**config.mk**
```make
export PLATFORM = sky130hd
export DESIGN_NAME = piecewise_linear_envelope_top
export DESIGN_NICKNAME = d
export VERILOG_FILES = /design/src/sv/pwle_pkg.sv /design/src/sv/piecewise_linear_envelope_top.sv
export SDC_FILE = /design/constraint.sdc
export NUM_CORES = 2
export LEC_CHECK = 0
export ABC_AREA = 1
export BUFFER_PORTS_ARGS = -buffer_cell sky130_fd_sc_hd__buf_2
export CAP_MARGIN = 15
export CELL_PAD_IN_SITES_DETAIL_PLACEMENT = 0
export CELL_PAD_IN_SITES_GLOBAL_PLACEMENT = 1
export CORE_UTILIZATION = 55
export CTS_CLUSTER_SIZE = 16
export DETAILED_ROUTE_END_ITERATION = 10
export HOLD_SLACK_MARGIN = 0.02
export MAX_ROUTING_LAYER = met4
export PLACE_DENSITY = 0.86
export SYNTH_ARGS = -nofsm -noshare
export SYNTH_HDL_FRONTEND = slang
export SYNTH_SLANG_ARGS = --single-unit
export TNS_END_PERCENT = 100
```
**constraint.sdc**
```tcl
create_clock -name clk_i -period 21.7 [get_ports clk_i]
set_input_delay 1.085 -clock clk_i [delete_from_list [all_inputs] [get_ports clk_i]]
set_output_delay 1.085 -clock clk_i [all_outputs]
set_load 0.01 [all_outputs]
```
**src/sv/pwle_pkg.sv**
```systemverilog
// ----------------------------------------------------------------------------
// pwle_pkg
// types and constants of the piecewise linear envelope generator
// ----------------------------------------------------------------------------
package pwle_pkg;

  // table size and derived widths
  localparam int MAX_POINTS = 16;
  localparam int PT_W       = $clog2(MAX_POINTS);
  localparam int CNT_W      = $clog2(MAX_POINTS + 1);
  localparam int SUM_W      = 16 + PT_W;
  localparam int DIV_STEPS  = 16;
  localparam int STEP_W     = $clog2(DIV_STEPS);

  // command codes
  localparam logic CMD_LOAD = 1'b0;
  localparam logic CMD_EVAL = 1'b1;

  // input transaction
  typedef struct packed {
    logic        cmd;
    logic [3:0]  point_index;
    logic [15:0] level;
    logic [15:0] duration;
    logic [15:0] tick;
  } in_item_t;

  // result transaction
  typedef struct packed {
    logic [15:0] envelope_level;
    logic        past_end;
  } out_item_t;

  // one table entry
  typedef struct packed {
    logic [15:0] level;
    logic [15:0] duration;
  } point_t;

endpackage

```
**src/sv/piecewise_linear_envelope_top.sv**
```systemverilog
// ----------------------------------------------------------------------------
// piecewise_linear_envelope_top
// piecewise linear envelope generator with a point table in block memory
// ----------------------------------------------------------------------------
// Usage:
//   in channel (in_valid_i / in_stall_o, in_data_i): a load transaction
//   (cmd 0) writes level and duration of one point into the table and gives
//   no result; an evaluate transaction (cmd 1) gives one result on the out
//   channel (out_valid_o / out_stall_i, out_data_o).
//   cfg channel (cfg_valid_i / cfg_ready_o, cfg_data_i) writes point_count;
//   it is always ready. The user must see that it is written only while the
//   block is idle; the block itself does not enforce this. An evaluate walks
//   the n points in use (1..16) through the single read port of the table,
//   then multiplies, adds the rounding bias, and a restoring divider retires
//   one quotient bit a cycle until all 16 bits are done. A tick past the end
//   skips the arithmetic. The block takes no new transaction until the result
//   of an evaluate is in the output register; a load does not hold the in
//   channel.
//   A stalled result waits in the output register while the block accepts
//   the next transaction; a second result is held until the first is taken.
//   Reset clears point_count to 1 and the control state; the point table is
//   not cleared and must be loaded before use.
// ----------------------------------------------------------------------------
module piecewise_linear_envelope_top
  import pwle_pkg::*;
(
  input  logic      clk_i,
  input  logic      rst_ni,
  input  logic      in_valid_i,
  output logic      in_stall_o,
  input  in_item_t  in_data_i,
  output logic      out_valid_o,
  input  logic      out_stall_i,
  output out_item_t out_data_o,
  input  logic      cfg_valid_i,
  output logic      cfg_ready_o,
  input  logic [4:0] cfg_data_i
);

  typedef enum logic [5:0] {
    S_IDLE = 6'b000001,
    S_WALK = 6'b000010,
    S_MUL  = 6'b000100,
    S_PREP = 6'b001000,
    S_DIV  = 6'b010000,
    S_OUT  = 6'b100000
  } state_e;

  state_e state_q, state_d;

  logic [4:0]       count_q;
  logic [CNT_W-1:0] n_use;
  logic [CNT_W-1:0] n_q;

  // point table and its registered read port
  point_t           mem_q [MAX_POINTS];
  point_t           rdata_q;
  logic [PT_W-1:0]  rd_addr;
  logic             wr_en;

  // walk registers
  logic [PT_W-1:0]  chk_q;
  logic [SUM_W-1:0] start_q;
  logic [15:0]      tick_q;
  logic             found_q;
  logic             need_next_q;
  logic             wrap_q;
  logic [15:0]      lvl0_q;
  logic [15:0]      lvl_a_q;
  logic [15:0]      lvl_b_q;
  logic [15:0]      dur_q;
  logic [15:0]      off_q;

  // arithmetic registers
  logic             up_q;
  logic [31:0]      prod_q;
  logic [16:0]      rem_q;
  logic [15:0]      quo_q;
  logic [STEP_W-1:0] step_q;

  // output register
  logic             out_valid_q;
  out_item_t        out_q;

  logic             in_acc;
  logic             out_free;
  logic             last_chk;
  logic             hit;
  logic [SUM_W-1:0] seg_end;
  logic [SUM_W-1:0] tick_ext;
  logic [15:0]      lvl_b;
  logic [31:0]      num;
  logic [16:0]      trial;
  logic             trial_ge;
  logic [15:0]      interp;

  assign in_acc      = in_valid_i && !in_stall_o;
  assign in_stall_o  = (state_q != S_IDLE);
  assign cfg_ready_o = 1'b1;
  assign out_free    = !out_valid_q || !out_stall_i;
  assign out_valid_o = out_valid_q;
  assign out_data_o  = out_q;

  // points in use: zero reads as one, saturate at table size
  always_comb begin
    if (count_q == 5'd0) begin
      n_use = CNT_W'(1);
    end else if (32'(count_q) > MAX_POINTS) begin
      n_use = CNT_W'(MAX_POINTS);
    end else begin
      n_use = CNT_W'(count_q);
    end
  end

  // configuration register
  always_ff @(posedge clk_i or negedge rst_ni) begin
    if (!rst_ni) begin
      count_q <= 5'd1;
    end else if (cfg_valid_i && cfg_ready_o) begin
      count_q <= cfg_data_i;
    end
  end

  // table write and read port
  assign wr_en   = in_acc && (in_data_i.cmd == CMD_LOAD) &&
                   (32'(in_data_i.point_index) < MAX_POINTS);
  assign rd_addr = (state_q == S_WALK) ? chk_q + PT_W'(1) : '0;

  always_ff @(posedge clk_i) begin
    if (wr_en) begin
      mem_q[PT_W'(in_data_i.point_index)] <= '{level: in_data_i.level,
                                               duration: in_data_i.duration};
    end
    rdata_q <= mem_q[rd_addr];
  end

  // segment search on the entry that the read port returns
  assign tick_ext = SUM_W'(tick_q);
  assign seg_end  = start_q + SUM_W'(rdata_q.duration);
  assign hit      = !found_q && (rdata_q.duration != 16'd0) && (tick_ext < seg_end);
  assign last_chk = (CNT_W'(chk_q) == n_q - CNT_W'(1));

  // far point of the segment, with the wrap back to point zero
  assign lvl_b = wrap_q ? lvl0_q : lvl_b_q;

  // numerator with the ceiling bias on a falling segment
  assign num = prod_q + (up_q ? 32'd0 : 32'(dur_q) - 32'd1);

  // one restoring division step
  assign trial    = {rem_q[15:0], quo_q[15]};
  assign trial_ge = (trial >= 17'(dur_q));

  assign interp = up_q ? lvl_a_q + quo_q : lvl_a_q - quo_q;

  // sequencer
  always_comb begin
    state_d = state_q;
    case (state_q)
      S_IDLE: if (in_acc && (in_data_i.cmd == CMD_EVAL)) state_d = S_WALK;
      S_WALK: if (last_chk) state_d = S_MUL;
      S_MUL:  state_d = found_q ? S_PREP : S_OUT;
      S_PREP: state_d = S_DIV;
      S_DIV:  if (step_q == STEP_W'(DIV_STEPS - 1)) state_d = S_OUT;
      S_OUT:  if (out_free) state_d = S_IDLE;
      default: state_d = S_IDLE;
    endcase
  end

  always_ff @(posedge clk_i or negedge rst_ni) begin
    if (!rst_ni) begin
      state_q <= S_IDLE;
    end else begin
      state_q <= state_d;
    end
  end

  // walk and arithmetic datapath
  always_ff @(posedge clk_i or negedge rst_ni) begin
    if (!rst_ni) begin
      found_q     <= 1'b0;
      need_next_q <= 1'b0;
      chk_q       <= '0;
      step_q      <= '0;
    end else begin
      case (state_q)
        S_IDLE: begin
          if (in_acc && (in_data_i.cmd == CMD_EVAL)) begin
            found_q     <= 1'b0;
            need_next_q <= 1'b0;
            wrap_q      <= 1'b0;
            chk_q       <= '0;
            start_q     <= '0;
            tick_q      <= in_data_i.tick;
            n_q         <= n_use;
          end
        end
        S_WALK: begin
          if (chk_q == '0) begin
            lvl0_q <= rdata_q.level;
          end
          if (need_next_q) begin
            lvl_b_q     <= rdata_q.level;
            need_next_q <= 1'b0;
          end
          if (hit) begin
            found_q     <= 1'b1;
            need_next_q <= 1'b1;
            wrap_q      <= last_chk;
            lvl_a_q     <= rdata_q.level;
            dur_q       <= rdata_q.duration;
            off_q       <= 16'(tick_ext - start_q);
          end
          start_q <= seg_end;
          chk_q   <= chk_q + PT_W'(1);
        end
        S_MUL: begin
          up_q   <= (lvl_b >= lvl_a_q);
          prod_q <= 32'((lvl_b >= lvl_a_q) ? lvl_b - lvl_a_q : lvl_a_q - lvl_b) *
                    32'(off_q);
        end
        S_PREP: begin
          rem_q  <= {1'b0, num[31:16]};
          quo_q  <= num[15:0];
          step_q <= '0;
        end
        S_DIV: begin
          rem_q  <= trial_ge ? trial - 17'(dur_q) : trial;
          quo_q  <= {quo_q[14:0], trial_ge};
          step_q <= step_q + STEP_W'(1);
        end
        S_OUT: ;
        default: ;
      endcase
    end
  end

  // output register
  always_ff @(posedge clk_i or negedge rst_ni) begin
    if (!rst_ni) begin
      out_valid_q <= 1'b0;
    end else if ((state_q == S_OUT) && out_free) begin
      out_valid_q <= 1'b1;
    end else if (!out_stall_i) begin
      out_valid_q <= 1'b0;
    end
  end

  always_ff @(posedge clk_i) begin
    if ((state_q == S_OUT) && out_free) begin
      out_q.envelope_level <= found_q ? interp : lvl0_q;
      out_q.past_end       <= !found_q;
    end
  end

endmodule

```
=== Yosys cells after proc, flatten, opt, wreduce, memory -nomap -nowiden ===
Memory sizes are Yosys's and may differ from the RTL's. A register that Yosys moved wholly into a read port is not among the register bits.
Cells that the tools add are included.

* Magnitude comparators: 4
* Multipliers: 1
* Multiplexer cells: 32
* Reductions and logical operators: 28
* $add $sub $neg: 12
* Eq/ne operators: 15
* Bitwise operators: 1

{| class="wikitable"
|+ Operators with widths
! kind !! number
|-
| 16-bit 2-to-1 mux || 4
|-
| 32-bit 2-to-1 mux || 2
|-
| 16-bit one-hot mux with 2 select lines || 2
|-
| 16-bit subtractor || 3
|-
| 20-bit one-hot mux with 2 select lines || 1
|-
| 6-bit one-hot mux with 6 select lines || 1
|-
| 16-bit by 16-bit subtractor with 17-bit output || 2
|-
| 32-bit adder || 1
|-
| 32-bit by 16-bit multiplier with 32-bit output || 1
|-
| 6-bit 2-to-1 mux || 5
|-
| 20-bit by 16-bit adder with 20-bit output || 1
|-
| 16-bit by 20-bit < comparator with 1-bit output || 1
|-
| 20-bit 2-to-1 mux || 1
|-
| 3-bit AND reduction || 6
|-
| 17-bit by 16-bit greater-or-equal comparator with 1-bit output || 1
|-
| 16-bit by 1-bit subtractor with 17-bit output (second input constant) || 1
|-
| 16-bit adder || 1
|-
| 16-bit greater-or-equal comparator || 1
|-
| 4-bit one-hot mux with 2 select lines || 2
|-
| 16-bit nonzero test || 1
|-
| 2-bit inequality test (second input constant) || 5
|-
| 4-bit by 1-bit adder with 4-bit output (second input constant) || 2
|-
| 1-bit 2-to-1 mux || 8
|-
| 4-bit 2-to-1 mux || 2
|-
| 24 further kinds || 38
|}

* Bits in writable memories: 512
* Register bits: 226
* Logic and storage cells: 117
* Bits of input ports: 63
* Memories: 1
* Output and inout bits: 20

{| class="wikitable"
|+ Memories
! memory !! words !! bits a word !! read ports !! clocked after Yosys merged registers in !! wr ports !! RTL line !! source
|-
| mem_q || 16 || 32 || 1 || 1 || 1 || piecewise_linear_envelope_top.sv:56 || <nowiki>point_t mem_q [MAX_POINTS];</nowiki>
|}

=== Longest topological paths before layout ===
* Depth after elaboration: 6
* Mapped depth: 41
* Gate-level depth less buffers: 41

=== Worst setup path after synthesis ===
Ideal clock, no wire load.

* Path type: reg-to-reg
* Start: reg wrap_q
* End: reg prod_q[26], data pin
* Data required time: 21442 ps
* Setup slack: 14338 ps
* Clock period less this slack: 7362 ps
* Stages on the path, launching flop included: 35
* Buffers on the path: 1
* Arrival: 7104 ps
* Setup time: 258 ps
* Cells stage by stage: edfxtp_1 -> clkbuf_1 -> nand2_1 -> o21ai_0 -> ha_1 -> inv_1 -> fa_1 -> nand2_1 -> nand2_1 -> nand2_1 -> nand2_1 -> nand2_1 -> o211ai_1 -> nand2_1 -> nand2_1 -> nor2_1 -> inv_1 -> fa_1 -> fa_1 -> inv_1 -> fa_1 -> fa_1 -> fa_1 -> inv_1 -> fa_1 -> inv_1 -> ha_1 -> nand2_1 -> nor2_1 -> inv_1 -> nor2_1 -> nand2_1 -> o211ai_1 -> a31oi_1 -> xnor2_1

* Longest elaborated chain between the ends: 4
* Elaborated cells on any way between the ends: 6
* Classes of those cells: add/sub: 2; mul: 1; order compare: 1; mux: 2

{| class="wikitable"
|+ Ends and longest elaborated chain
! element !! RTL line !! source
|-
| start, declared || piecewise_linear_envelope_top.sv:67 || <nowiki>logic wrap_q;</nowiki>
|-
| start signal, assigned || piecewise_linear_envelope_top.sv:208 || <nowiki>wrap_q <= last_chk;</nowiki>
|-
| 16-bit 2-to-1 mux (*) || piecewise_linear_envelope_top.sv:144 || <nowiki>assign lvl_b = wrap_q ? lvl0_q : lvl_b_q;</nowiki>
|-
| 16-bit by 16-bit subtractor with 17-bit output or 16-bit greater-or-equal comparator (tied branches) || piecewise_linear_envelope_top.sv:218 || <nowiki>prod_q <= 32'((lvl_b >= lvl_a_q) ? lvl_b - lvl_a_q : lvl_a_q - lvl_b) *</nowiki>
|-
| 32-bit 2-to-1 mux (*) || piecewise_linear_envelope_top.sv:218 ||
|-
| 32-bit by 16-bit multiplier with 32-bit output (*) || piecewise_linear_envelope_top.sv:218 ||
|-
| end signal, assigned || piecewise_linear_envelope_top.sv:218 ||
|-
| end, declared || piecewise_linear_envelope_top.sv:76 || <nowiki>logic [31:0] prod_q;</nowiki>
|}

Mark *: on every way between the ends. The rest lies on a longest branch, timed or not.
A chain may end at the register's enable or synchronous reset.

=== Worst setup path after layout ===
* Start: reg wrap_q
* End: reg prod_q[22], data pin

The elaborated chain is that of the path after synthesis.

==> load_flow_metrics.sql <==
INSERT INTO impl_metrics (metric_group, metric, value, unit) VALUES
('yosys', 'syn_area_per_cell', '10.1', 'um2'),
('timing', 'final.setup.worst_slack', '12.72', 'ns'),
('timing', 'final.period_utilization', '0.414', ''),
('worst_setup_path', 'r2r_end', 'prod_q[22]', ''),
('worst_setup_path', 'worst_ep_arrival_time', '9.36', 'ns'),
('timing', 'final-setup-viol-count', '0', ''),
('drt', 'detailedRoute.firstPassIterationCount', '5', ''),
('job', 'cap_violations', '0', ''),
('place', 'pre_cts_ws', '12.79', 'ns'),
('yosys', 'netlist.top_cell.by_area', 'sky130_fd_sc_hd__edfxtp_1', ''),
('floorplanning', 'boundaryPins', '83', ''),
('worst_setup_path', 'rrSetupSlack', '12.72', 'ns'),
('yosys', 'synth_edf_count', '716', ''),
('drt', 'totalWireLength', '126000', 'um'),
('yosys', 'synth_area', '0.0468', 'mm2'),
('final_layout', 'final_layout_net_count', '5219', ''),
('worst_setup_path', 'timing.critical_path.required', '22.08', 'ns'),
('global_route', 'grt_max_degree', '82', ''),
('worst_setup_path', 'path_max_fanout', '32', ''),
('global_route', 'antenna_found_initial', '8', ''),
('yosys', 'synth.yosys.seq_area_share', '0.485', ''),
('worst_setup_path', 'endpoint_kind', 'register', ''),
('yosys', 'synth.lib_cells_used.distinct', '61', ''),
('final_layout', 'post_route_cells_drive_above_1_share', '0.0736', ''),
('floorplanning', 'rows', '106', ''),
('place', 'hpwlAfterDp', '89200', 'um'),
('hold_path', 'hold_path_class', 'in -> async', ''),
('drt', 'via_per_inst', '5.73', ''),
('yosys', 'asr_flop_ratio_synth', '0.0286', ''),
('clock_tree', 'ctsRootBufferMaster', 'sky130_fd_sc_hd__clkbuf_16', ''),
('timing', 'final_period_minus_worst_setup_slack', '8.98', 'ns'),
('worst_setup_path', 'critPathSlowestCell', 'sky130_fd_sc_hd__edfxtp_1', ''),
('clock_tree', 'cts_tree', 'yes', ''),
('final_layout', 'post-route-util', '0.609', ''),
('timing', 'fin_skew', '0.0399', 'ns'),
('worst_setup_path', 'r2r_start', 'wrap_q', ''),
('clock_tree', 'tritoncts_num_sinks', '770', ''),
('final_layout', 'flow.area_growth_from_synthesis', '9.21', '%'),
('timing', 'report.final.hold_viol_count', '0', ''),
('timing', 'max_freq', '111', 'MHz'),
('clock_tree', 'numCtsBuffers', '81', ''),
('global_route', 'groute.usage.overall', '0.305', ''),
('drt', 'routed_wire_length_per_instance', '21.4', 'um'),
('place', 'port_buffers', '81', ''),
('floorplanning', 'floorplan.initialDensity', '0.558', ''),
('drt', 'detailroute.via_count', '33631', ''),
('clock_tree', 'holdBufCountCts', '0', ''),
('clock_tree', 'cts_max_path_buffers', '3', ''),
('clock_tree', 'cts_htree_levels', '3', ''),
('timing', 'rsz0062_at_grt', 'no', ''),
('clock_tree', 'clock_insertion_delay_worst_skew', '0.65', 'ns'),
('worst_setup_path', 'r2r.worst_path.cells', '31', ''),
('yosys', 'synth.top_cells.by_area', 'sky130_fd_sc_hd__edfxtp_1 46%, sky130_fd_sc_hd__fa_1 12%, sky130_fd_sc_hd__ha_1 5.7%, sky130_fd_sc_hd__nand2_1 5.0%, sky130_fd_sc_hd__inv_1 5.0%', ''),
('clock_tree', 'cts.reportedPaths.clkPinSlew', '0.06', 'ns'),
('clock_tree', 'cts_resized', '0', ''),
('timing', 'setup_tns', '0', 'ns'),
('worst_setup_path', 'cp-startpoint', 'wrap_q', ''),
('yosys', 'postSynthRegisterBits', '770', ''),
('floorplanning', 'fp.coreArea', '0.0840', 'mm2'),
('global_route', 'global_route_wire_length_before_repair', '195000', 'um'),
('worst_setup_path', 'timing_worst_setup_path_type', 'reg -> reg', ''),
('worst_setup_path', 'critical-path-top-cell-by-count', 'sky130_fd_sc_hd__fa_1', ''),
('yosys', 'netlist.area_leader.share', '0.459', ''),
('drt', 'first_iter_violations', '3087', ''),
('timing', 'slew_headroom', '0.303', ''),
('drt', 'antenna_left', '0', ''),
('run_status', 'run_status', 'completed', ''),
('timing', 'worst-slew-pin-transition', '1.04', 'ns'),
('global_route', 'first_global_vias', '33624', ''),
('worst_setup_path', 'timing.critical_path.from_type', 'register', ''),
('yosys', 'ys_dominant_reg_cell', 'sky130_fd_sc_hd__edfxtp_1', '');
## registers in the layout, summed over array words and instances, names as in the netlist, 17 cells and up
register    cells
mem_q         512
prod_q         32
rdata_q        32
start_q        20
out_data_o     17
## metrics by stage
step,hold WS [ns],instances,instance area (um2)
after floorplan,0.421,4619,46800
after detailed placement,0.438,5717,48500
after global placement,0.428,5717,48500
after CTS,0.415,5864,51100
after global routing,0.453,5868,51100
final,0.427,5871,51100
## layer usage
layer,track usage,share of wire,vias up
li1,-,-,15732
met1,0.392,0.41,16398
met2,0.489,0.48,1224
met3,0.0419,0.068,277
met4,0.128,0.042,0
met5,-,0,-
## cell usage after synthesis (83+ instances only)
library cell	number
sky130_fd_sc_hd__a21oi_1	171
sky130_fd_sc_hd__clkbuf_1	112
sky130_fd_sc_hd__edfxtp_1	716
sky130_fd_sc_hd__fa_1	277
sky130_fd_sc_hd__ha_1	213
sky130_fd_sc_hd__inv_1	624
sky130_fd_sc_hd__nand2_1	625
sky130_fd_sc_hd__nand3_1	172
sky130_fd_sc_hd__nor2_1	600
sky130_fd_sc_hd__o21ai_0	413
sky130_fd_sc_hd__o221ai_1	93
sky130_fd_sc_hd__xor2_1	83
## critical path, delay by kind of cell (launching register included)
family | cells | cell delay, ns
adder cells (fa/ha/maj) | 8 | 3.77
AND/OR/NAND/NOR | 14 | 2.40
AO/OA/AOI/OAI | 3 | 1.29
flip-flops | 1 | 0.75
buffers and inverters | 5 | 0.36
XOR/XNOR | 1 | 0.13
## logic make-up (layout without fill, tap and decap cells)
kind of cell	count (synthesis)	in the layout	share of synthesized area
fa+ha+maj	490	490	0.175
xor+xnor	134	134	0.0251
mux	3	3	0.000721
compound gates	873	873	0.110
other cells	1	8	0.0000801
simple gates	1541	1541	0.138
flops	770	770	0.485
buf+inv	807	918	0.0668
## layout make-up
type	count	area, um2	area share
Clock buffer	98	2120	0.0415
Clock inverter	49	527	0.0103
Timing Repair Buffer	129	766	0.0150
Multi-Input combinational cell	3042	21200	0.414
Antenna cell	7	17.5	0.000342
Tap cell	1134	1420	0.0277
Sequential cell	770	22700	0.444
Inverter	642	2410	0.0472
## how the worst max path moves through the flow
| stage | endpoint | cells after the start | slack (ns) |
|---|---|---|---|
| 4_1_cts | prod_q[21] | 33 | 12.75 |
| 3_5_place_dp | prod_q[21] | 33 | 12.79 |
| 2_1_floorplan | prod_q[26] | 34 | 14.34 |
| 5_1_grt | prod_q[21] | 33 | 12.06 |
| 6_report | prod_q[22] | 31 | 12.72 |
| 3_3_place_gp | prod_q[20] | 31 | 12.73 |
## placed cells by master (no fill, tap or decap), types with 82 or more instances in the layout
cell and count:
sky130_fd_sc_hd__edfxtp_1 716, sky130_fd_sc_hd__nand2_1 625, sky130_fd_sc_hd__inv_1 623, sky130_fd_sc_hd__nor2_1 578, sky130_fd_sc_hd__o21ai_0 413, sky130_fd_sc_hd__fa_1 277, sky130_fd_sc_hd__ha_1 213, sky130_fd_sc_hd__nand3_1 172
sky130_fd_sc_hd__a21oi_1 170, sky130_fd_sc_hd__o221ai_1 93, sky130_fd_sc_hd__xor2_1 83, sky130_fd_sc_hd__clkbuf_16 82
Power is not shown: default switching activity piles up to over one toggle a cycle in this logic, so the estimate is an artifact.
